$ cat src/rtl/phge_pkg.sv
// shared types and constants of the piezo hit gate and gain envelope
package phge_pkg;

	// field widths
	localparam int SampleW  = 12;
	localparam int TimeW    = 32;
	localparam int LevelW   = 14;
	localparam int GainW    = 16;
	localparam int AlphaW   = 16;
	localparam int ThrW     = 13;
	localparam int MsW      = 16;

	// stream and register port widths
	localparam int InW      = 48;
	localparam int OutW     = 48;
	localparam int CfgIdxW  = 3;
	localparam int CfgDataW = 16;

	// shared multiplier
	localparam int MulW     = 18;
	localparam int ProdW    = 2 * MulW;

	// serial divider: 32-bit dividend, 16-bit divisor, one bit a cycle
	localparam int DivNumW  = 32;
	localparam int DivDenW  = 16;
	localparam int DivCntW  = 5;

	// unity gain in Q1.15
	localparam logic [GainW-1:0] GainOne = 16'h8000;

	// register reset values
	localparam logic [AlphaW-1:0] AlphaRst  = 16'd2621;
	localparam logic [ThrW-1:0]   ThrRst    = 13'd100;
	localparam logic [MsW-1:0]    WindowRst = 16'd20;
	localparam logic [MsW-1:0]    ReleaseRst = 16'd444;
	localparam logic [GainW-1:0]  FloorRst  = 16'd8192;

	// register indexes
	typedef enum logic [CfgIdxW-1:0] {
		REG_ALPHA         = 3'd0,
		REG_HIT_THRESHOLD = 3'd1,
		REG_SCAN_WINDOW   = 3'd2,
		REG_RELEASE       = 3'd3,
		REG_FLOOR_GAIN    = 3'd4
	} cfg_reg_t;

	// sequencer states
	typedef enum logic [3:0] {
		ST_IDLE,
		ST_MUL_X,
		ST_MUL_AVG,
		ST_UPDATE,
		ST_SCAN,
		ST_RAMP,
		ST_MUL_RAMP,
		ST_DIV_START,
		ST_DIV_WAIT,
		ST_DONE
	} state_t;

	// operand selection of the shared multiplier
	typedef enum logic [1:0] {
		MUL_ALPHA_X,
		MUL_BETA_AVG,
		MUL_RAMP
	} mul_sel_t;

	// divider status towards the sequencer
	typedef struct packed {
		logic busy;
		logic done;
	} div_stat_t;

endpackage

$ cat src/rtl/phge_mul.sv
// shared signed multiplier with registered product
module phge_mul (
	input  logic                                 clk,
	input  logic signed [phge_pkg::MulW-1:0]     op_a,
	input  logic signed [phge_pkg::MulW-1:0]     op_b,
	output logic signed [phge_pkg::ProdW-1:0]    prod_q
);
	import phge_pkg::*;

	// one product a cycle, product registered for the next cycle
	always_ff @(posedge clk) begin
		prod_q <= op_a * op_b;
	end

endmodule

$ cat config.mk
export PLATFORM = sky130hd
export DESIGN_NAME = phge_mul
export DESIGN_NICKNAME = d
export VERILOG_FILES = /design/src/rtl/phge_pkg.sv /design/src/rtl/phge_mul.sv
export SDC_FILE = /design/constraint.sdc
export NUM_CORES = 1
export LEC_CHECK = 0
export BUFFER_PORTS_ARGS = -buffer_cell sky130_fd_sc_hd__buf_2
export CAP_MARGIN = 40
export CORE_MARGIN = 2
export CORE_UTILIZATION = 45
export DETAILED_ROUTE_END_ITERATION = 12
export PLACE_DENSITY_LB_ADDON = 0.25
export SYNTH_ARGS = -nofsm -noshare
export SYNTH_HDL_FRONTEND = slang
export SYNTH_SLANG_ARGS = --single-unit
$ cat constraint.sdc
create_clock -name clk -period 7.4 [get_ports clk]
set_input_delay 1.48 -clock clk [delete_from_list [all_inputs] [get_ports clk]]
set_output_delay 1.48 -clock clk [all_outputs]
set_load 0.005 [all_outputs]
; After elaboration in Yosys (flattened, before gate mapping)
; Cells that the tools add are included.
; Widths: inputs -> output; s select.
[totals]
register_bits = 36
inputBits = 37
output_inout_bits = 36
[op_classes]
n_mul = 1
[op_table]
columns = cell, n
row1 = $mul 18x18->36, 1

; Longest topological paths before layout
; Gate-level depths: netlist of the first run.
[logic_depth]
depth_word = 1
depth_mapped = 26
ltp_nobuf = 23

; Worst setup path before layout of the first run
; Ideal clock, no wire load.
[synth_path]
path_kind = input-to-reg
startpoint = input op_a[17] (netlist bit)
endpoint = register prod_q[35] (netlist bit)
setup_ns = 0.072
arrival_time_ns = 7.435
path_slack_ns = -0.107
stages = 25
n_path_buf = 2
cell_sequence = clkbuf_1 clkbuf_1 nand2_1 inv_1 fa_1 inv_1 fa_1 inv_1 ha_1 inv_1 fa_1 inv_1 fa_1 inv_1 fa_1 inv_1 ha_1 and3_1 and4_1 o211ai_1 o211ai_1 o41ai_1 o2111ai_1 a21oi_1 xnor2_1
[synth_via]
elab_chain_len = 1
[synth_lines]
columns = element, line_no
row1 = start: declaration, phge_mul.sv:4  ; input logic signed [phge_pkg::MulW-1:0] op_a,
row2 = $mul 18x18->36, phge_mul.sv:12  ; prod_q <= op_a * op_b;
row3 = end signal: assignment, phge_mul.sv:12
row4 = end: declaration, phge_mul.sv:6  ; output logic signed [phge_pkg::ProdW-1:0] prod_q
; Every way passes these cells.

; Worst setup path after layout of the first run
[layout_path]
startpoint = input op_b[6] (netlist bit)
endpoint = register prod_q[35] (netlist bit)
[layout_via]
elab_chain_len = 1
[layout_lines]
columns = element, line_no
row1 = start: declaration, phge_mul.sv:5  ; input logic signed [phge_pkg::MulW-1:0] op_b,
row2 = $mul 18x18->36, phge_mul.sv:12
; Every way passes these cells.

==> impl_metrics.env, run 1 <==
export IMPL_yosys_area_share_xor_xnor=0.0231
export IMPL_cpPeakStageDelay_ns=0.57
export IMPL_root_buffer="clkbuf_16"
export IMPL_synth_most_common_cell="inv_1"
export IMPL_synth_common_cells="371 x inv_1, 329 x fa_1, 163 x and2_1, 157 x nand2_1, 93 x ha_1"
export IMPL_critical_path_class="primary input to flop"
export IMPL_syn_nets=1837
export IMPL_grt_pass1_wl_mm=51.8
export IMPL_ys_types=48
export IMPL_hold_violations=0
export IMPL_final_cell_area_sq_um=14200
export IMPL_crit_path_frequent_cell="fa_1"
export IMPL_grt_max_degree=19
export IMPL_syn_avg_cell_area_sq_um=9.37
export IMPL_max_freq_mhz=142
export IMPL_synth_seq_cells=36
export IMPL_finalWorstSetupSlack_ns=0.353
export IMPL_dieArea_sq_um=30100
export IMPL_overflow=0
export IMPL_setup_viol=0
export IMPL_synth_compound_area_frac=0.0448
export IMPL_synthMuxAreaShare=0.00165
export IMPL_synth_edf_count=0
export IMPL_cpMaxStageDelayCell="fa_1"
export IMPL_synth_top_cell_area_share=0.510
export IMPL_worst_pin_slew_ns=0.417
export IMPL_initial_utilization=0.454
export IMPL_synthArstFlopShare=0
export IMPL_synth_largest_area_cell="fa_1"
export IMPL_period_minus_slack_ns=7.05
export IMPL_grt_antenna_before_repair=0
export IMPL_synthCells=1378
export IMPL_area_delta_synth_final_pct=9.80
export IMPL_final_max_slew_violation_count=0
export IMPL_largest_register_ffs=36
export IMPL_rows=62
export IMPL_layout_drive_gt1_share=0.103
export IMPL_path_max_fanout=18
export IMPL_regMostFlops="prod_q"
export IMPL_fillers=2702
export IMPL_cts_tree="done"
export IMPL_io_pins=73
export IMPL_place_congestion=0.870
export IMPL_core_sq_um=28500
export IMPL_path_cells="clkbuf_4, and2_1, fa_1, inv_1, fa_1, fa_1, inv_1, fa_1, fa_1, inv_1, fa_1, inv_1, ha_1, a21oi_2, o21ai_0, a221oi_2, buf_4, o211ai_1, o41ai_2, o2111ai_1, a21oi_1, xnor2_1"
export IMPL_ys_warn_count=0
export IMPL_clock_path_buffers=2
export IMPL_grt_pass1_vias=10133
export IMPL_timing_final_crit_share=0.952
export IMPL_finalSetupTns_ns=0
export IMPL_track_usage=0.220
export IMPL_die_h_um=173
export IMPL_synthSimpleGateAreaFrac=0.154
export IMPL_detail_route_vias_per_cell=4.91
export IMPL_h_tree_depth=2
export IMPL_drt_wirelength_per_cell_um=16.3
export IMPL_cp_arrival_ns=7.28
export IMPL_crit_buf_inv=6
export IMPL_regArea_sq_um=721
export IMPL_multi_input_area_sq_um=10700
export IMPL_ys_seq_area_frac=0.0558
export IMPL_synth_top_family_by_area="adder cells"
export IMPL_max_slew_margin=0.720
export IMPL_synth_ff_type="dfxtp_1"
export IMPL_preCtsSetupSlack_ns=-0.0362
export IMPL_path_delay_family="adder cells"
export IMPL_io_buffers=72
export IMPL_post_dp_hpwl_mm=26.6
export IMPL_clkTransAtPathRegs_ns=0.07
export IMPL_die_x_um=173
export IMPL_cts_setup_buffers=0
export IMPL_place_area_sq_um=14000
export IMPL_synth_adder_area_share=0.600
export IMPL_vias=9082
export IMPL_drt_pass1_iter_count=5
export IMPL_largest_registers="prod_q (36)"
export IMPL_fin_nets=1925
export IMPL_cp_start_kind="primary input"
export IMPL_clock_sinks=36
export IMPL_drtIter0Drc=439
export IMPL_worstHoldStart="op_a[0]"
export IMPL_drv_cap=0
export IMPL_rsz0062_at_grt="no"
export IMPL_required_ns=7.63
export IMPL_end_kind="flop"
export IMPL_cp_startpoint="op_b[6]"
export IMPL_detail_route_wirelength_mm=30.3
export IMPL_drc=0
export IMPL_synth_area_sq_um=12900
export IMPL_synth_area_leaders="fa_1 51%, inv_1 11%, ha_1 9.0%"
export IMPL_num_antenna_cells=0
export IMPL_hold_class="primary input to flop"
export IMPL_cts_made_buffers=5
export IMPL_status="finished clean"
export IMPL_ant_nets=0
metal layers:
layer / vias up / GRT usage / share of wire
met2: 179 / 0.402 / 0.53
li1: 4155 / - / -
met5: - / 0 / 0
met3: 47 / 0.0219 / 0.033
met4: 0 / 0.0593 / 0.026
met1: 4701 / 0.278 / 0.41
layout by cell type, fill, tap and decap left out, drive strengths merged, types with 3 or more instances in the layout:
cell | netlist | layout
nor2b | 17 | 17
ha | 93 | 93
inv | 371 | 372
fa | 329 | 329
a21o | 8 | 8
nor2 | 18 | 18
nand2b | 9 | 9
dfxtp | 36 | 36
nor3 | 5 | 5
clkbuf | 44 | 10
a21oi | 22 | 22
o21ai | 16 | 16
nand3 | 6 | 6
o211ai | 5 | 5
a31oi | 5 | 5
a21boi | 3 | 3
o21bai | 5 | 5
a211o | 3 | 3
nand2 | 157 | 157
and2 | 163 | 163
buf | 0 | 121
xnor2 | 32 | 32
a2111oi | 3 | 3
kinds of logic (layout without fill, tap and decap cells):
group	count (synthesis)	count (layout)
xor gates and xnor gates	34	34
adders and majority gates	422	422
buffers and inverters	415	504
muxes	2	2
DFF	36	36
and+or+nand+nor	387	387
AOI/OAI and AO/OA	82	82
final cells by class:
type                    count  share of cell area
clock inverters             2            0.000971
repair buffers            125              0.0542
flip-flops and latches     36              0.0508
inverters                 371              0.0982
multi-input cells         927               0.752
well taps                 384              0.0339
clock buffers               6             0.00980
stage by stage:
| step | instances | hold WS [ns] | utilization |
|---|---|---|---|
| floorplan | 1378 | 1.60 | - |
| global placement | 1843 | 1.86 | 0.492 |
| detailed placement | 1843 | 1.86 | 0.492 |
| CTS | 1851 | 1.71 | 0.497 |
| global route | 1851 | 1.73 | 0.498 |
| finish | 1851 | 1.72 | 0.498 |
worst paths after layout:
| kind | depth (start not counted) | endpoint | slack [ns] |
|---|---|---|---|
| min | 3 | prod_q[0]$_DFF_P_ | 1.72 |
| max | 22 | prod_q[35]$_DFF_P_ | 0.35 |
timing repair:
| action | in CTS | in global routing |
|---|---|---|
| gates resized for setup | 0 | 10 |
| hold buffers | 0 | 0 |
| setup endpoints to repair | 0 | 5 |
Power of run 1 is left out: the tool's default activity adds up to more than one toggle a clock period on the data nets, which glitch-free logic cannot reach.
==> run 2, diff against run 1 <==
Settings changed: ABC_AREA from default to 1, CELL_PAD_IN_SITES_DETAIL_PLACEMENT from default to 1, CELL_PAD_IN_SITES_GLOBAL_PLACEMENT from default to 2, CORE_UTILIZATION 45 to 35, HOLD_SLACK_MARGIN from default to 0.02.
==> run 2 against run 1 <==
  * Clock-buffer cell count is the same
  * First-iteration DRC count decreased by 21%
  * Non-clock buffer count shrank 40
  * Core utilization shrank 12 points
  * Global-route usage down 1.1 points
  * Area after synthesis is 7.6% higher
  * Wire length is 30% higher
  * Via count rose by 17%
  * Setup slack better by 0.16 ns
  * Hold slack gained 0.073 ns
  * Die area increased by 37%
  * Critical path depth is 3 lower
  * Largest cell class unchanged
  * Highest routed layer unchanged
==> impl_metrics.env, run 2 <==
export IMPL_worst_pin_slew_ns=0.526
export IMPL_cts_made_buffers=5
export IMPL_initial_utilization=0.357
export IMPL_layout_commonest_cell="inv_1"
export IMPL_drc=0
export IMPL_synth_top_cell_area_share=0.474
export IMPL_root_buffer="clkbuf_16"
export IMPL_fillers=4808
export IMPL_cp_start_kind="primary input"
export IMPL_grt_max_degree=19
export IMPL_clkTransAtPathRegs_ns=0.06
export IMPL_h_tree_depth=2
export IMPL_hold_class="primary input to flop"
export IMPL_num_antenna_cells=0
export IMPL_final_cell_area_sq_um=14900
export IMPL_required_ns=7.59
export IMPL_synthArstFlopShare=0
export IMPL_post_dp_hpwl_mm=35.0
export IMPL_final_max_slew_violation_count=0
export IMPL_drt_pass1_iter_count=4
export IMPL_drv_cap=0
export IMPL_ys_seq_area_frac=0.0519
export IMPL_core_sq_um=38900
export IMPL_synth_largest_area_cell="fa_1"
export IMPL_max_freq_mhz=145
export IMPL_grt_pass1_wl_mm=67.0
export IMPL_place_congestion=0.803
export IMPL_detail_route_vias_per_cell=4.48
export IMPL_path_max_fanout=18
export IMPL_cp_arrival_ns=7.07
export IMPL_cts_resized=0
export IMPL_cts_hold_buf=0
export IMPL_timing_final_crit_share=0.931
export IMPL_ys_types=26
export IMPL_clock_path_buffers=2
export IMPL_cts_setup_buffers=0
export IMPL_numPlacedInstances=2358
export IMPL_synth_area_leaders="fa_1 47%, inv_1 16%, nand2_1 14%"
export IMPL_regMostFlops="prod_q"
export IMPL_place_area_sq_um=14700
export IMPL_die_h_um=203
export IMPL_instances_no_fill=2366
export IMPL_synth_most_common_cell="inv_1"
export IMPL_critical_path_class="primary input to flop"
export IMPL_final_cell_mix="605 x inv_1, 503 x nand2_1, 329 x fa_1, 93 x ha_1, 72 x buf_2"
export IMPL_drt_wirelength_per_cell_um=16.6
export IMPL_hold_path_depth=4
export IMPL_status="finished clean"
export IMPL_io_pins=73
export IMPL_rsz0062_at_grt="no"
export IMPL_end_kind="flop"
export IMPL_layout_drive_gt1_share=0.0611
export IMPL_setup_viol=0
export IMPL_grt_pass1_vias=12484
export IMPL_fin_nets=2306
export IMPL_drtIter0Drc=346
export IMPL_largest_registers="prod_q (36)"
export IMPL_cts_tree="done"
export IMPL_vias=10610
export IMPL_worst_hold_slack_ns=1.79
export IMPL_multi_input_area_sq_um=10600
export IMPL_max_slew_margin=0.649
export IMPL_syn_avg_cell_area_sq_um=7.61
export IMPL_overflow=0
export IMPL_largest_register_ffs=36
export IMPL_area_delta_synth_final_pct=7.22
export IMPL_dieArea_sq_um=41300
export IMPL_die_x_um=203
export IMPL_track_usage=0.209
export IMPL_finalSetupTns_ns=0
export IMPL_synth_seq_cells=36
export IMPL_ys_warn_count=0
export IMPL_synth_area_sq_um=13900
export IMPL_synth_edf_count=0
export IMPL_grt_antenna_before_repair=0
export IMPL_synth_common_cells="605 x inv_1, 503 x nand2_1, 329 x fa_1, 93 x ha_1, 68 x clkbuf_1"
export IMPL_synthCells=1826
export IMPL_clock_sinks=36
export IMPL_period_minus_slack_ns=6.89
export IMPL_rows=72
export IMPL_detail_route_wirelength_mm=39.3
export IMPL_synth_ff_type="dfxtp_1"
export IMPL_io_buffers=72
export IMPL_hold_violations=0
export IMPL_syn_nets=2285
export IMPL_regArea_sq_um=721
export IMPL_ant_nets=0
[run 2: changes by cell type after synthesis, moves of 10 or more]
cell | before | now
o21ai_0 | 15 | 5
xnor2_1 | 32 | 3
nor2b_1 | 17 | 0
nand3_1 | 6 | 33
inv_1 | 371 | 605
nor2_1 | 18 | 59
xor2_1 | 2 | 14
nand2_1 | 157 | 503
and2_1 | 163 | 5
clkbuf_1 | 44 | 68
[run 2: stage by stage]
| stage | utilization | setup WS [ns] |
|---|---|---|
| global route | 0.383 | 0.123 |
| global placement | 0.379 | 0.242 |
| CTS | 0.383 | 0.481 |
| finish | 0.383 | 0.512 |
| floorplan | - | 0.677 |
| detailed placement | 0.379 | 0.163 |
[run 2: layout make-up]
class | instances | area share
repair buffers | 85 | 0.0307
multi-input cells | 1111 | 0.713
flip-flops and latches | 36 | 0.0484
clock inverters | 2 | 0.00235
inverters | 608 | 0.153
clock buffers | 6 | 0.00865
well taps | 518 | 0.0435
[run 2: kinds of logic after synthesis]
logic type / Yosys count / share of synthesized area
XOR/XNOR: 17 / 0.0107
buffers and inverters: 679 / 0.183
flip-flops: 36 / 0.0519
AND/OR/NAND/NOR: 634 / 0.181
AO/OA/AOI/OAI: 38 / 0.0149
adder cells (fa/ha/maj): 422 / 0.558
[run 2: final timing paths]
path / slack, ns / end / start
max: 0.51 / prod_q[32]$_DFF_P_ / op_b[6]
min: 1.79 / prod_q[0]$_DFF_P_ / op_b[0]
[run 2: per-layer routing]
| metal | global-route usage | vias to the layer above | wire, um |
|---|---|---|---|
| met5 | 0 | - | 0 |
| met4 | 0.0279 | 0 | 465 |
| met3 | 0.0115 | 25 | 668 |
| met2 | 0.405 | 87 | 21400 |
| met1 | 0.261 | 5450 | 16800 |
| li1 | - | 5048 | - |
[run 2: worst max-delay path, cell delays in order]
cell	delay [ns]
buf_2	0.42
nand2_1	0.24
fa_1	0.58
inv_1	0.07
fa_1	0.81
fa_1	0.53
fa_1	0.50
fa_1	0.49
inv_1	0.05
fa_1	0.48
inv_1	0.04
ha_1	0.36
nand2_1	0.11
nor2_1	0.20
nand2_1	0.15
nor3_1	0.18
nand2_1	0.17
nand3_1	0.12
nand2_1	0.06
Power of run 2 is left out for the same reason.
