### src/rtl/phge_pkg.sv
// shared types and constants of the piezo hit gate and gain envelope
package phge_pkg;

	// field widths
	localparam int SampleW  = 12;
	localparam int TimeW    = 32;
	localparam int LevelW   = 14;
	localparam int GainW    = 16;
	localparam int AlphaW   = 16;
	localparam int ThrW     = 13;
	localparam int MsW      = 16;

	// stream and register port widths
	localparam int InW      = 48;
	localparam int OutW     = 48;
	localparam int CfgIdxW  = 3;
	localparam int CfgDataW = 16;

	// shared multiplier
	localparam int MulW     = 18;
	localparam int ProdW    = 2 * MulW;

	// serial divider: 32-bit dividend, 16-bit divisor, one bit a cycle
	localparam int DivNumW  = 32;
	localparam int DivDenW  = 16;
	localparam int DivCntW  = 5;

	// unity gain in Q1.15
	localparam logic [GainW-1:0] GainOne = 16'h8000;

	// register reset values
	localparam logic [AlphaW-1:0] AlphaRst  = 16'd2621;
	localparam logic [ThrW-1:0]   ThrRst    = 13'd100;
	localparam logic [MsW-1:0]    WindowRst = 16'd20;
	localparam logic [MsW-1:0]    ReleaseRst = 16'd444;
	localparam logic [GainW-1:0]  FloorRst  = 16'd8192;

	// register indexes
	typedef enum logic [CfgIdxW-1:0] {
		REG_ALPHA         = 3'd0,
		REG_HIT_THRESHOLD = 3'd1,
		REG_SCAN_WINDOW   = 3'd2,
		REG_RELEASE       = 3'd3,
		REG_FLOOR_GAIN    = 3'd4
	} cfg_reg_t;

	// sequencer states
	typedef enum logic [3:0] {
		ST_IDLE,
		ST_MUL_X,
		ST_MUL_AVG,
		ST_UPDATE,
		ST_SCAN,
		ST_RAMP,
		ST_MUL_RAMP,
		ST_DIV_START,
		ST_DIV_WAIT,
		ST_DONE
	} state_t;

	// operand selection of the shared multiplier
	typedef enum logic [1:0] {
		MUL_ALPHA_X,
		MUL_BETA_AVG,
		MUL_RAMP
	} mul_sel_t;

	// divider status towards the sequencer
	typedef struct packed {
		logic busy;
		logic done;
	} div_stat_t;

endpackage

### src/rtl/phge_div.sv
// restoring serial divider, one quotient bit a cycle
module phge_div (
	input  logic                              clk,
	input  logic                              arst_n,
	input  logic                              start,
	input  logic [phge_pkg::DivNumW-1:0]      dividend,
	input  logic [phge_pkg::DivDenW-1:0]      divisor,
	output logic [phge_pkg::DivDenW-1:0]      quot,
	output phge_pkg::div_stat_t               stat
);
	import phge_pkg::*;

	logic                 busy_q;
	logic                 done_q;
	logic [DivCntW-1:0]   cnt_q;
	logic [DivDenW-1:0]   den_q;
	logic [DivDenW-1:0]   rem_q;
	logic [DivNumW-1:0]   dq_q;
	logic [DivDenW:0]     trial;
	logic                 ge;
	logic [DivDenW:0]     trial_sub;

	// trial subtract of the shifted remainder
	always_comb begin
		trial     = {rem_q, dq_q[DivNumW-1]};
		ge        = trial >= {1'b0, den_q};
		trial_sub = trial - {1'b0, den_q};
	end

	// control
	always_ff @(posedge clk or negedge arst_n) begin
		if (!arst_n) begin
			busy_q <= 1'b0;
			done_q <= 1'b0;
			cnt_q  <= '0;
		end else begin
			done_q <= 1'b0;
			if (start) begin
				busy_q <= 1'b1;
				cnt_q  <= DivCntW'(DivNumW - 1);
			end else if (busy_q) begin
				cnt_q <= cnt_q - 1'b1;
				if (cnt_q == '0) begin
					busy_q <= 1'b0;
					done_q <= 1'b1;
				end
			end
		end
	end

	// datapath: dividend shifts out at the top, quotient shifts in at the bottom
	always_ff @(posedge clk) begin
		if (start) begin
			den_q <= divisor;
			rem_q <= '0;
			dq_q  <= dividend;
		end else if (busy_q) begin
			rem_q <= ge ? trial_sub[DivDenW-1:0] : trial[DivDenW-1:0];
			dq_q  <= {dq_q[DivNumW-2:0], ge};
		end
	end

	assign quot      = dq_q[DivDenW-1:0];
	assign stat.busy = busy_q;
	assign stat.done = done_q;

endmodule

### config.mk
export PLATFORM = sky130hd
export DESIGN_NAME = phge_div
export DESIGN_NICKNAME = d
export VERILOG_FILES = /design/src/rtl/phge_pkg.sv /design/src/rtl/phge_div.sv
export SDC_FILE = /design/constraint.sdc
export NUM_CORES = 1
export LEC_CHECK = 0
export BUFFER_PORTS_ARGS = -buffer_cell sky130_fd_sc_hd__buf_4
export CAP_MARGIN = 40
export CORE_MARGIN = 1.5
export CORE_UTILIZATION = 45
export DETAILED_ROUTE_END_ITERATION = 7
export GPL_TIMING_DRIVEN = 0
export PLACE_DENSITY = 0.66
export SYNTH_ARGS = -nofsm -noshare
export SYNTH_HDL_FRONTEND = slang
export SYNTH_SLANG_ARGS = --single-unit
### constraint.sdc
create_clock -name clk -period 3.7 [get_ports clk]
set_input_delay 0.37 -clock clk [delete_from_list [all_inputs] [get_ports clk]]
set_output_delay 0.37 -clock clk [all_outputs]
set_load 0.02 [all_outputs]
-- Word-level counts from Yosys, hierarchy flattened
Cells that the tools add are included.
- $add $sub $neg: 2
- order comparisons: 1
- mux-type cells: 11
- reductions and logical operators: 2
- operators by type and width (cell ; number):
    two-way mux 32 bit ; 2
    greater-or-equal comparator 17 x 16 -> 1 bit ; 1
    two-way mux 16 bit ; 1
    subtractor 16 bit ; 1
    two-way mux 5 bit ; 2
    two-way mux 1 bit ; 6
    zero test 5 bit ; 1
    subtractor 5 x 1 -> 5 bit (second input constant) ; 1
    nonzero test 2 bit ; 1
- register bits: 71
- output and inout bits: 18
- logic and storage cells: 22

-- Depth between registers and ports, before layout
Gate-level depths: netlist of the first run.
- depth in word-level cells: 4
- gate-level depth with buffers: 11

-- Worst setup path before layout of the first run
Ideal clock, no wire load.
- path kind: flip-flop to flip-flop
- start point: reg den_q[12]
- end point: reg dq_q[0] (data pin)
- library setup time: 260 ps
- data arrival time: 2083 ps
- required time: 3440 ps
- path slack: 1357 ps
- stages on the path, launching flop included: 11
- buffers on the path: 2
- path through: edfxtp_1 > inv_1 > ha_1 > a21oi_1 > nand2_1 > a211oi_2 > o21ai_2 > a211o_1 > buf_6 > buf_12 > mux2_2
- word-level cells in the longest chain between the ends: 3
- RTL lines (element ; RTL line ; source):
    from (decl) ; phge_div.sv:16 ; logic [DivDenW-1:0] den_q;
    from (signal assigned) ; phge_div.sv:54 ; den_q <= divisor;
    greater-or-equal comparator 17 x 16 -> 1 bit ; phge_div.sv:26 ; ge = trial >= {1'b0, den_q};
    two-way mux 32 bit ; phge_div.sv:57 ; end else if (busy_q) begin
    two-way mux 32 bit ; phge_div.sv:53 ; if (start) begin
    to (signal assigned) ; phge_div.sv:56 ; dq_q <= dividend;
    to (signal assigned) ; phge_div.sv:59 ; dq_q <= {dq_q[DivNumW-2:0], ge};
    to (decl) ; phge_div.sv:18 ; logic [DivNumW-1:0] dq_q;
No other way between the ends. The select of a mux whose other input is x is not followed.
A chain may end at the register's enable or synchronous reset.

-- Worst setup path in the final report of the first run
Same ends and word-level chain as after synthesis.

==> results of run 1 <==
## per-stage QoR
| step | setup WS, ns | utilization [%] | cell area (µm²) | total power, µW |
|---|---|---|---|---|
| finish | 1.13 | 57.3 | 4760 | 2980 |
| global placement | 1.16 | 54.6 | 4530 | 2320 |
| detailed placement | 1.15 | 54.8 | 4550 | 2340 |
| CTS | 1.14 | 57.3 | 4760 | 3000 |
| global route | 0.994 | 57.3 | 4760 | 3170 |
| floorplan | 1.36 | - | 3890 | 2060 |
## routing by layer
layer | share of wire, % | GRT usage, % | vias to the layer above
met3 | 7.0 | 7.03 | 13
met4 | 2.1 | 6.74 | 0
met5 | 0 | 0 | -
met2 | 46 | 29.2 | 78
li1 | - | - | 1354
met1 | 45 | 23.0 | 1289
## path summary, 6_finish.rpt
kind,start,endpoint,cells after the start
min in group asynchronous,arst_n,cnt_q[4]$_DFFE_PN0P_,2
hold / removal,divisor[15],den_q[15]$_DFFE_PP_,1
setup / recovery,den_q[12]$_DFFE_PP_,dq_q[0]$_DFFE_PP_,10
max in group asynchronous,arst_n,busy_q$_DFF_PN0_,2
hold reg to reg,rem_q[15]$_SDFFE_PP0P_,rem_q[15]$_SDFFE_PP0P_,2
setup reg to reg,den_q[12]$_DFFE_PP_,dq_q[0]$_DFFE_PP_,10
## area by class of cell
type | count | area, µm²
buffer | 29 | 200
clock buffer | 9 | 124
clock inverter | 7 | 77.6
fill | 715 | 3540
inverter | 21 | 78.8
multi-input combinational | 212 | 1680
sequential | 71 | 1940
tap | 105 | 131
timing repair buffer | 70 | 536
## worst max-delay path, cell delays in order, from the launching register on
cell and delay (ns):
edfxtp_1 0.32, inv_1 0.04, ha_1 0.38, a21oi_1 0.24
nand2_1 0.11, a211oi_2 0.23, o21ai_2 0.11, a211o_1 0.31
buf_6 0.17, buf_12 0.15, mux2_2 0.25
## cells by family (layout without fill, tap and decap cells)
logic type | after synthesis | in the layout
AOI/OAI and AO/OA | 55 | 55
xor gates and xnor gates | 16 | 16
adders and majority gates | 19 | 19
buffers and inverters | 50 | 136
DFF | 71 | 71
muxes | 47 | 47
and+or+nand+nor | 75 | 75
## sequential cells by signal, summed over array words and instances, names as in the netlist
name and flops:
done_q 1, den_q 16, busy_q 1, cnt_q 5
dq_q 32, rem_q 16
## cells in the final DEF, fill, tap and decap left out, types with 2 or more instances in the layout
master,Yosys,routed
buf_4,18,86
edfxtp_1,48,48
mux2_2,32,32
nor2_1,25,25
inv_1,21,21
ha_1,18,18
dfxtp_1,16,16
nand2_1,15,15
mux2i_1,14,14
a211oi_1,11,11
o21ai_0,11,11
nand2b_1,10,10
clkbuf_1,9,9
a21oi_1,9,9
xnor2_1,9,9
clkbuf_8,0,9
xor2_1,7,7
dfrtp_1,7,7
nor3_1,6,6
nor2b_1,3,3
o31ai_1,3,3
inv_6,0,3
nand4_1,2,2
o21ai_2,2,2
or3_1,2,2
nand3_1,2,2
a211oi_2,2,2
a21o_1,2,2
o41ai_1,2,2
a21boi_0,2,2
## report_power, final
part / switching (µW) / leakage, µW / internal (µW)
registers: 89.3 / 0.000698 / 996
logic: 625 / 0.00123 / 626
clock network: 322 / 0.000101 / 318
==> flow_metrics.tcl, run 1 <==
set metrics [dict create \
    initial_core_util_pct 46.9 \
    skew_ns 0.0214 \
    die-area_mm2 0.00921 \
    startpoint_type "flip-flop" \
    layout-drive-gt1-share_pct 36.0 \
    syn_to_final_growth_pct 22.3 \
    fmax_ghz 0.390 \
    antenna_found_initial 0 \
    routedWlPerCell_um 15.2 \
    die_height_um 96.0 \
    postCtsHoldBufs 1 \
    clock_path_buffers 2 \
    async_flop_share_pct 9.86 \
    drtPass1Iterations 4 \
    setup_tns_ns 0 \
    ys_ff_latch 71 \
    syn_nets 403 \
    grt_start_max_net_pins 19 \
    drc 0 \
    vias_per_cell 5.22 \
    drv_cap 0 \
    htreeDepth 3 \
    netlist_top_cells_count "48 x edfxtp_1, 32 x mux2_2, 25 x nor2_1" \
    antenna_cells 0 \
    setup.worst_path.end_class "flip-flop" \
    r2r_setup_slack_ns 1.13 \
    period_minus_slack_ns 2.57 \
    synth_top_family_by_area "multiplexers" \
    syn-instance-count 333 \
    hpwl_mm 5.61 \
    clkSlewWorstSetupHoldPaths_ns 0.09 \
    grt_pass1_vias 2692 \
    num_rows 33 \
    overflow 0 \
    synthMuxAreaShare_pct 13.2 \
    powerDensity_mw_per_mm2 625 \
    numCtsBuffers 9 \
    cts-root-buf "clkbuf_8" \
    synthAdderAreaFrac_pct 6.30 \
    synth.largest_area_cell "edfxtp_1" \
    die_w_um 96.0 \
    rsz0062_at_grt "no" \
    hold_violations 0 \
    cts_sinks 71 \
    yosysWarnings 0 \
    worstSkewPairLatency_ns 0.35 \
    setup_viol 0 \
    path_class "reg2reg" \
    grt.total_usage_pct 18.5 \
    ys.flop_type "edfxtp_1" \
    core_mm2 0.00830 \
    routed_wl_mm 7.95 \
    slew_headroom_pct 49.6 \
    synthXorXnorAreaFrac_pct 3.60 \
    place_congestion 0.847 \
    cts_tree "yes" \
    crit_arrival_ns 2.67 \
    leakage_uw 0.00203 \
    placedCellCount 507 \
    synth_cell_types 53 \
    fin_cells 524 \
    post-cts-setup-buffers 0 \
    synth_top_area_share_pct 37.0 \
    peakVddDrop_mv 0.295 \
    required_ns 3.80 \
    hold_class "in2reg" \
    synth-edff-count 48 \
    crit_fanout 10 \
    io_buffers 68 \
    routed-via-count 2734 \
    report.final.slew_viol_count 0 \
    synthSimpleGateAreaFrac_pct 9.84 \
    cts_resized 0 \
    synth_most_common_cell "edfxtp_1" \
    first_iter_violations 82 \
    whs_ns 0.190 \
    syn_area_mm2 0.00389 \
    synth.avg_cell_area_um2 11.7 \
    antenna_left 0 \
    fin_nets 484 \
    worstMarginPinSlew_ns 0.756 \
    ys_seq_area_share_pct 49.8 \
    synthTopCellsByArea "edfxtp_1 37%, mux2_2 9.3%, dfxtp_1 8.2%" \
    grt_pass1_wl_mm 12.8 \
    outcome "complete, no violations" \
    io_pins 69 \
    synth-compound-area-share_pct 10.1 \
    fin_crit_sh_pct 69.4 \
]
(Power assumes the default switching activity.)
==> run 2: changes to the inputs <==
- ABC_AREA: not set -> 1
- PLACE_DENSITY: 0.66 -> 0.69
- clock period: 3.7 -> 2.1 ns (I/O delays scaled with it)
==> run 2 against run 1 <==
Compared with the run above:
- the flow now finishes with violations (design-rule violations)
- global-route usage grew 1.6 points
- critical endpoint is now rem_q[14]$_SDFFE_PP0P_
- fmax grew 29%
- highest routed layer unchanged
- core utilization grew 2.0 points
==> flow_metrics.tcl, run 2 <==
set metrics [dict create \
    outcome "complete, but fails checks" \
    violations "design-rule violations" \
    routedWlPerCell_um 12.9 \
    worstSkewPairLatency_ns 0.36 \
    place_congestion 0.900 \
    crit_slowest_cell "fa_1" \
    worstMarginPinSlew_ns 0.817 \
    min_path_cells 1 \
    crit_fanout 4 \
    synth_most_common_cell "nand2_1" \
    powerDensity_mw_per_mm2 992 \
    leakage_uw 0.00269 \
    grt_pass1_vias 3413 \
    clkSlewWorstSetupHoldPaths_ns 0.09 \
    share_seq_of_total_power_pct 35.4 \
    min_to "den_q[1]$_DFFE_PP_" \
    core_mm2 0.00881 \
    synth-edff-count 48 \
    synthTopCellsByArea "edfxtp_1 35%, nand2_1 19%, dfxtp_1 7.7%" \
    first_iter_violations 231 \
    setup_ws_ns 0.107 \
    report.final.slew_viol_count 0 \
    syn_area_mm2 0.00415 \
    cts_sinks 71 \
    setup.worst_path.end_class "flip-flop" \
    startpoint_type "flip-flop" \
    cts-root-buf "clkbuf_8" \
    reg_top3 "dq_q x32, den_q x16, rem_q x16" \
    fin_cells 735 \
    placedCellCount 708 \
    die_height_um 99.0 \
    num_rows 34 \
    grt.total_usage_pct 20.1 \
    crit_chain "ha_1 > fa_1 > nor2_1 > nor2_2 > o21ai_2 > nand2_1 > nand3_1 > nand3_2 > nand2_1 > nand2_1" \
    setup_tns_ns 0 \
    power.total_uw 5190 \
    vias_per_cell 4.84 \
    ys_ff_latch 71 \
    grt_pass1_wl_mm 15.7 \
    fmax_ghz 0.502 \
    ys.flop_type "edfxtp_1" \
    setup_viol 0 \
    numCtsBuffers 9 \
    routed_wl_mm 9.47 \
    sw_frac_of_total_pct 38.6 \
    syn_to_final_growth_pct 26.0 \
    timing.rr.start "den_q[0]$_DFFE_PP_" \
    max_stage_delay_ns 0.44 \
    period_minus_slack_ns 1.99 \
    drv_cap 0 \
    layout-drive-gt1-share_pct 23.1 \
    critPathTopFamily "adder cells" \
    io_pins 69 \
    hpwl_mm 6.69 \
    slew_headroom_pct 45.4 \
    antenna_left 0 \
    r2r_setup_slack_ns 0.11 \
    ys_seq_area_share_pct 46.7 \
    syn-instance-count 532 \
    drtPass1Iterations 8 \
    drc 1 \
    fin_nets 692 \
    final_cell_mix "210 x nand2_1, 92 x buf_4, 74 x inv_1, 48 x edfxtp_1, 36 x nand3_1" \
    postLayoutCoreUtil_pct 59.3 \
    die-area_mm2 0.00980 \
    reg2reg_depth 10 \
    async_flop_share_pct 9.86 \
    netlist_top_cells_count "215 x nand2_1, 75 x inv_1, 48 x edfxtp_1" \
    path_class "reg2reg" \
    grt_start_max_net_pins 40 \
    htreeDepth 3 \
    antenna_cells 0 \
    cp_num_buf_inv 0 \
    clock_power_share_pct 19.1 \
    synth_cell_types 34 \
    antenna_found_initial 0 \
    syn_nets 602 \
    p_int_uw 3180 \
    layout_commonest_cell "nand2_1" \
    synth_top_area_share_pct 34.8 \
    crit_arrival_ns 2.24 \
    overflow 0 \
    pre_cts_ws_ns 0.0499 \
    io_buffers 68 \
    largest_register "dq_q" \
    clock_path_buffers 2 \
    hp-start "divisor[1]" \
    synth.avg_cell_area_um2 7.80 \
    reg2reg_to "rem_q[14]$_SDFFE_PP0P_" \
    initial_core_util_pct 47.1 \
    synth.largest_area_cell "edfxtp_1" \
    p_sw_uw 2000 \
    required_ns 2.35 \
    routed-via-count 3555 \
    peakVddDrop_mv 0.425 \
    fin_crit_sh_pct 94.9 \
    crit_top_cell "nand2_1" \
    skew_ns 0.0166 \
    comb_power_share_pct 45.5 \
    cts_tree "yes" \
    largest_register_ffs 32 \
    hold_violations 0 \
    yosysWarnings 0 \
    hold_class "in2reg" \
    die_w_um 99.0 \
]
[run 2: changes by cell type in the layout (fill, tap and decap cells not counted), sizes merged, moves of 13 or more]
cell | previous run | this run
mux2i | 14 | 0
a211oi | 13 | 0
nand2 | 16 | 218
nand3 | 2 | 39
inv | 24 | 78
mux2 | 33 | 0
[run 2: worst max path at each step]
stage | to | startpoint | cells past startpoint
finish | rem_q[14]$_SDFFE_PP0P_ | den_q[0]$_DFFE_PP_ | 10
global route | rem_q[3]$_SDFFE_PP0P_ | den_q[8]$_DFFE_PP_ | 13
CTS | rem_q[14]$_SDFFE_PP0P_ | den_q[0]$_DFFE_PP_ | 10
detailed placement | rem_q[14]$_SDFFE_PP0P_ | den_q[0]$_DFFE_PP_ | 10
global placement | dq_q[5]$_DFFE_PP_ | start | 4
floorplan | rem_q[14]$_SDFFE_PP0P_ | den_q[0]$_DFFE_PP_ | 10
[run 2: area by class of cell]
cell class / instances / area [µm²]
fill: 794 / 3580
sequential: 71 / 1940
multi-input combinational: 355 / 1850
timing repair buffer: 78 / 636
inverter: 77 / 289
buffer: 30 / 213
tap: 108 / 135
clock buffer: 9 / 124
clock inverter: 7 / 46.3
[run 2: cell families after synthesis]
family | Yosys count | synth area share (%)
simple gates | 301 | 30.5
buf+inv | 107 | 11.8
fa+ha+maj | 19 | 5.91
compound gates | 28 | 3.77
xor+xnor | 6 | 1.27
flops | 71 | 46.7
[run 2: power by group through the flow]
stage | logic [µW] | registers (µW) | clock network (µW)
after floorplan | 1540 | 1820 | 0
after global routing | 2670 | 1860 | 1090
after detailed placement | 2020 | 1850 | 0
final | 2360 | 1830 | 990
after global placement | 2000 | 1840 | 0
after CTS | 2020 | 1820 | 1020
[run 2: per-layer routing]
| metal | GRT usage, % | share of wire (%) | vias to the layer above |
|---|---|---|---|
| met5 | 0 | 0 | - |
| met4 | 8.35 | 2.5 | 0 |
| met3 | 3.76 | 5.2 | 20 |
| met2 | 30.9 | 47 | 93 |
| met1 | 27.9 | 46 | 1596 |
| li1 | - | - | 1846 |
[run 2: worst register-to-register path: cells and delay by family (launching register included)]
kind,cells,cell delay (ns)
AND/OR/NAND/NOR,7,0.62
adder cells (fa/ha/maj),2,0.69
flip-flops,1,0.41
AO/OA/AOI/OAI,1,0.15
[run 2: timing repair]
| action | in CTS | in global routing |
|---|---|---|
| hold buffers | 1 | 0 |
| setup endpoints to repair | 0 | 11 |
| endpoints found under the hold margin | 7 | 0 |
| buffers inserted | 0 | 7 |
| resized for setup | 0 | 24 |
[run 2: metrics by stage]
stage / instance area, µm² / hold slack [ns]
floorplan: 4150 / -0.0856
global placement: 4790 / 0.0268
CTS: 4970 / 0.0116
global route: 5230 / 0.0135
finish: 5230 / 0.0226
detailed placement: 4790 / 0.0281
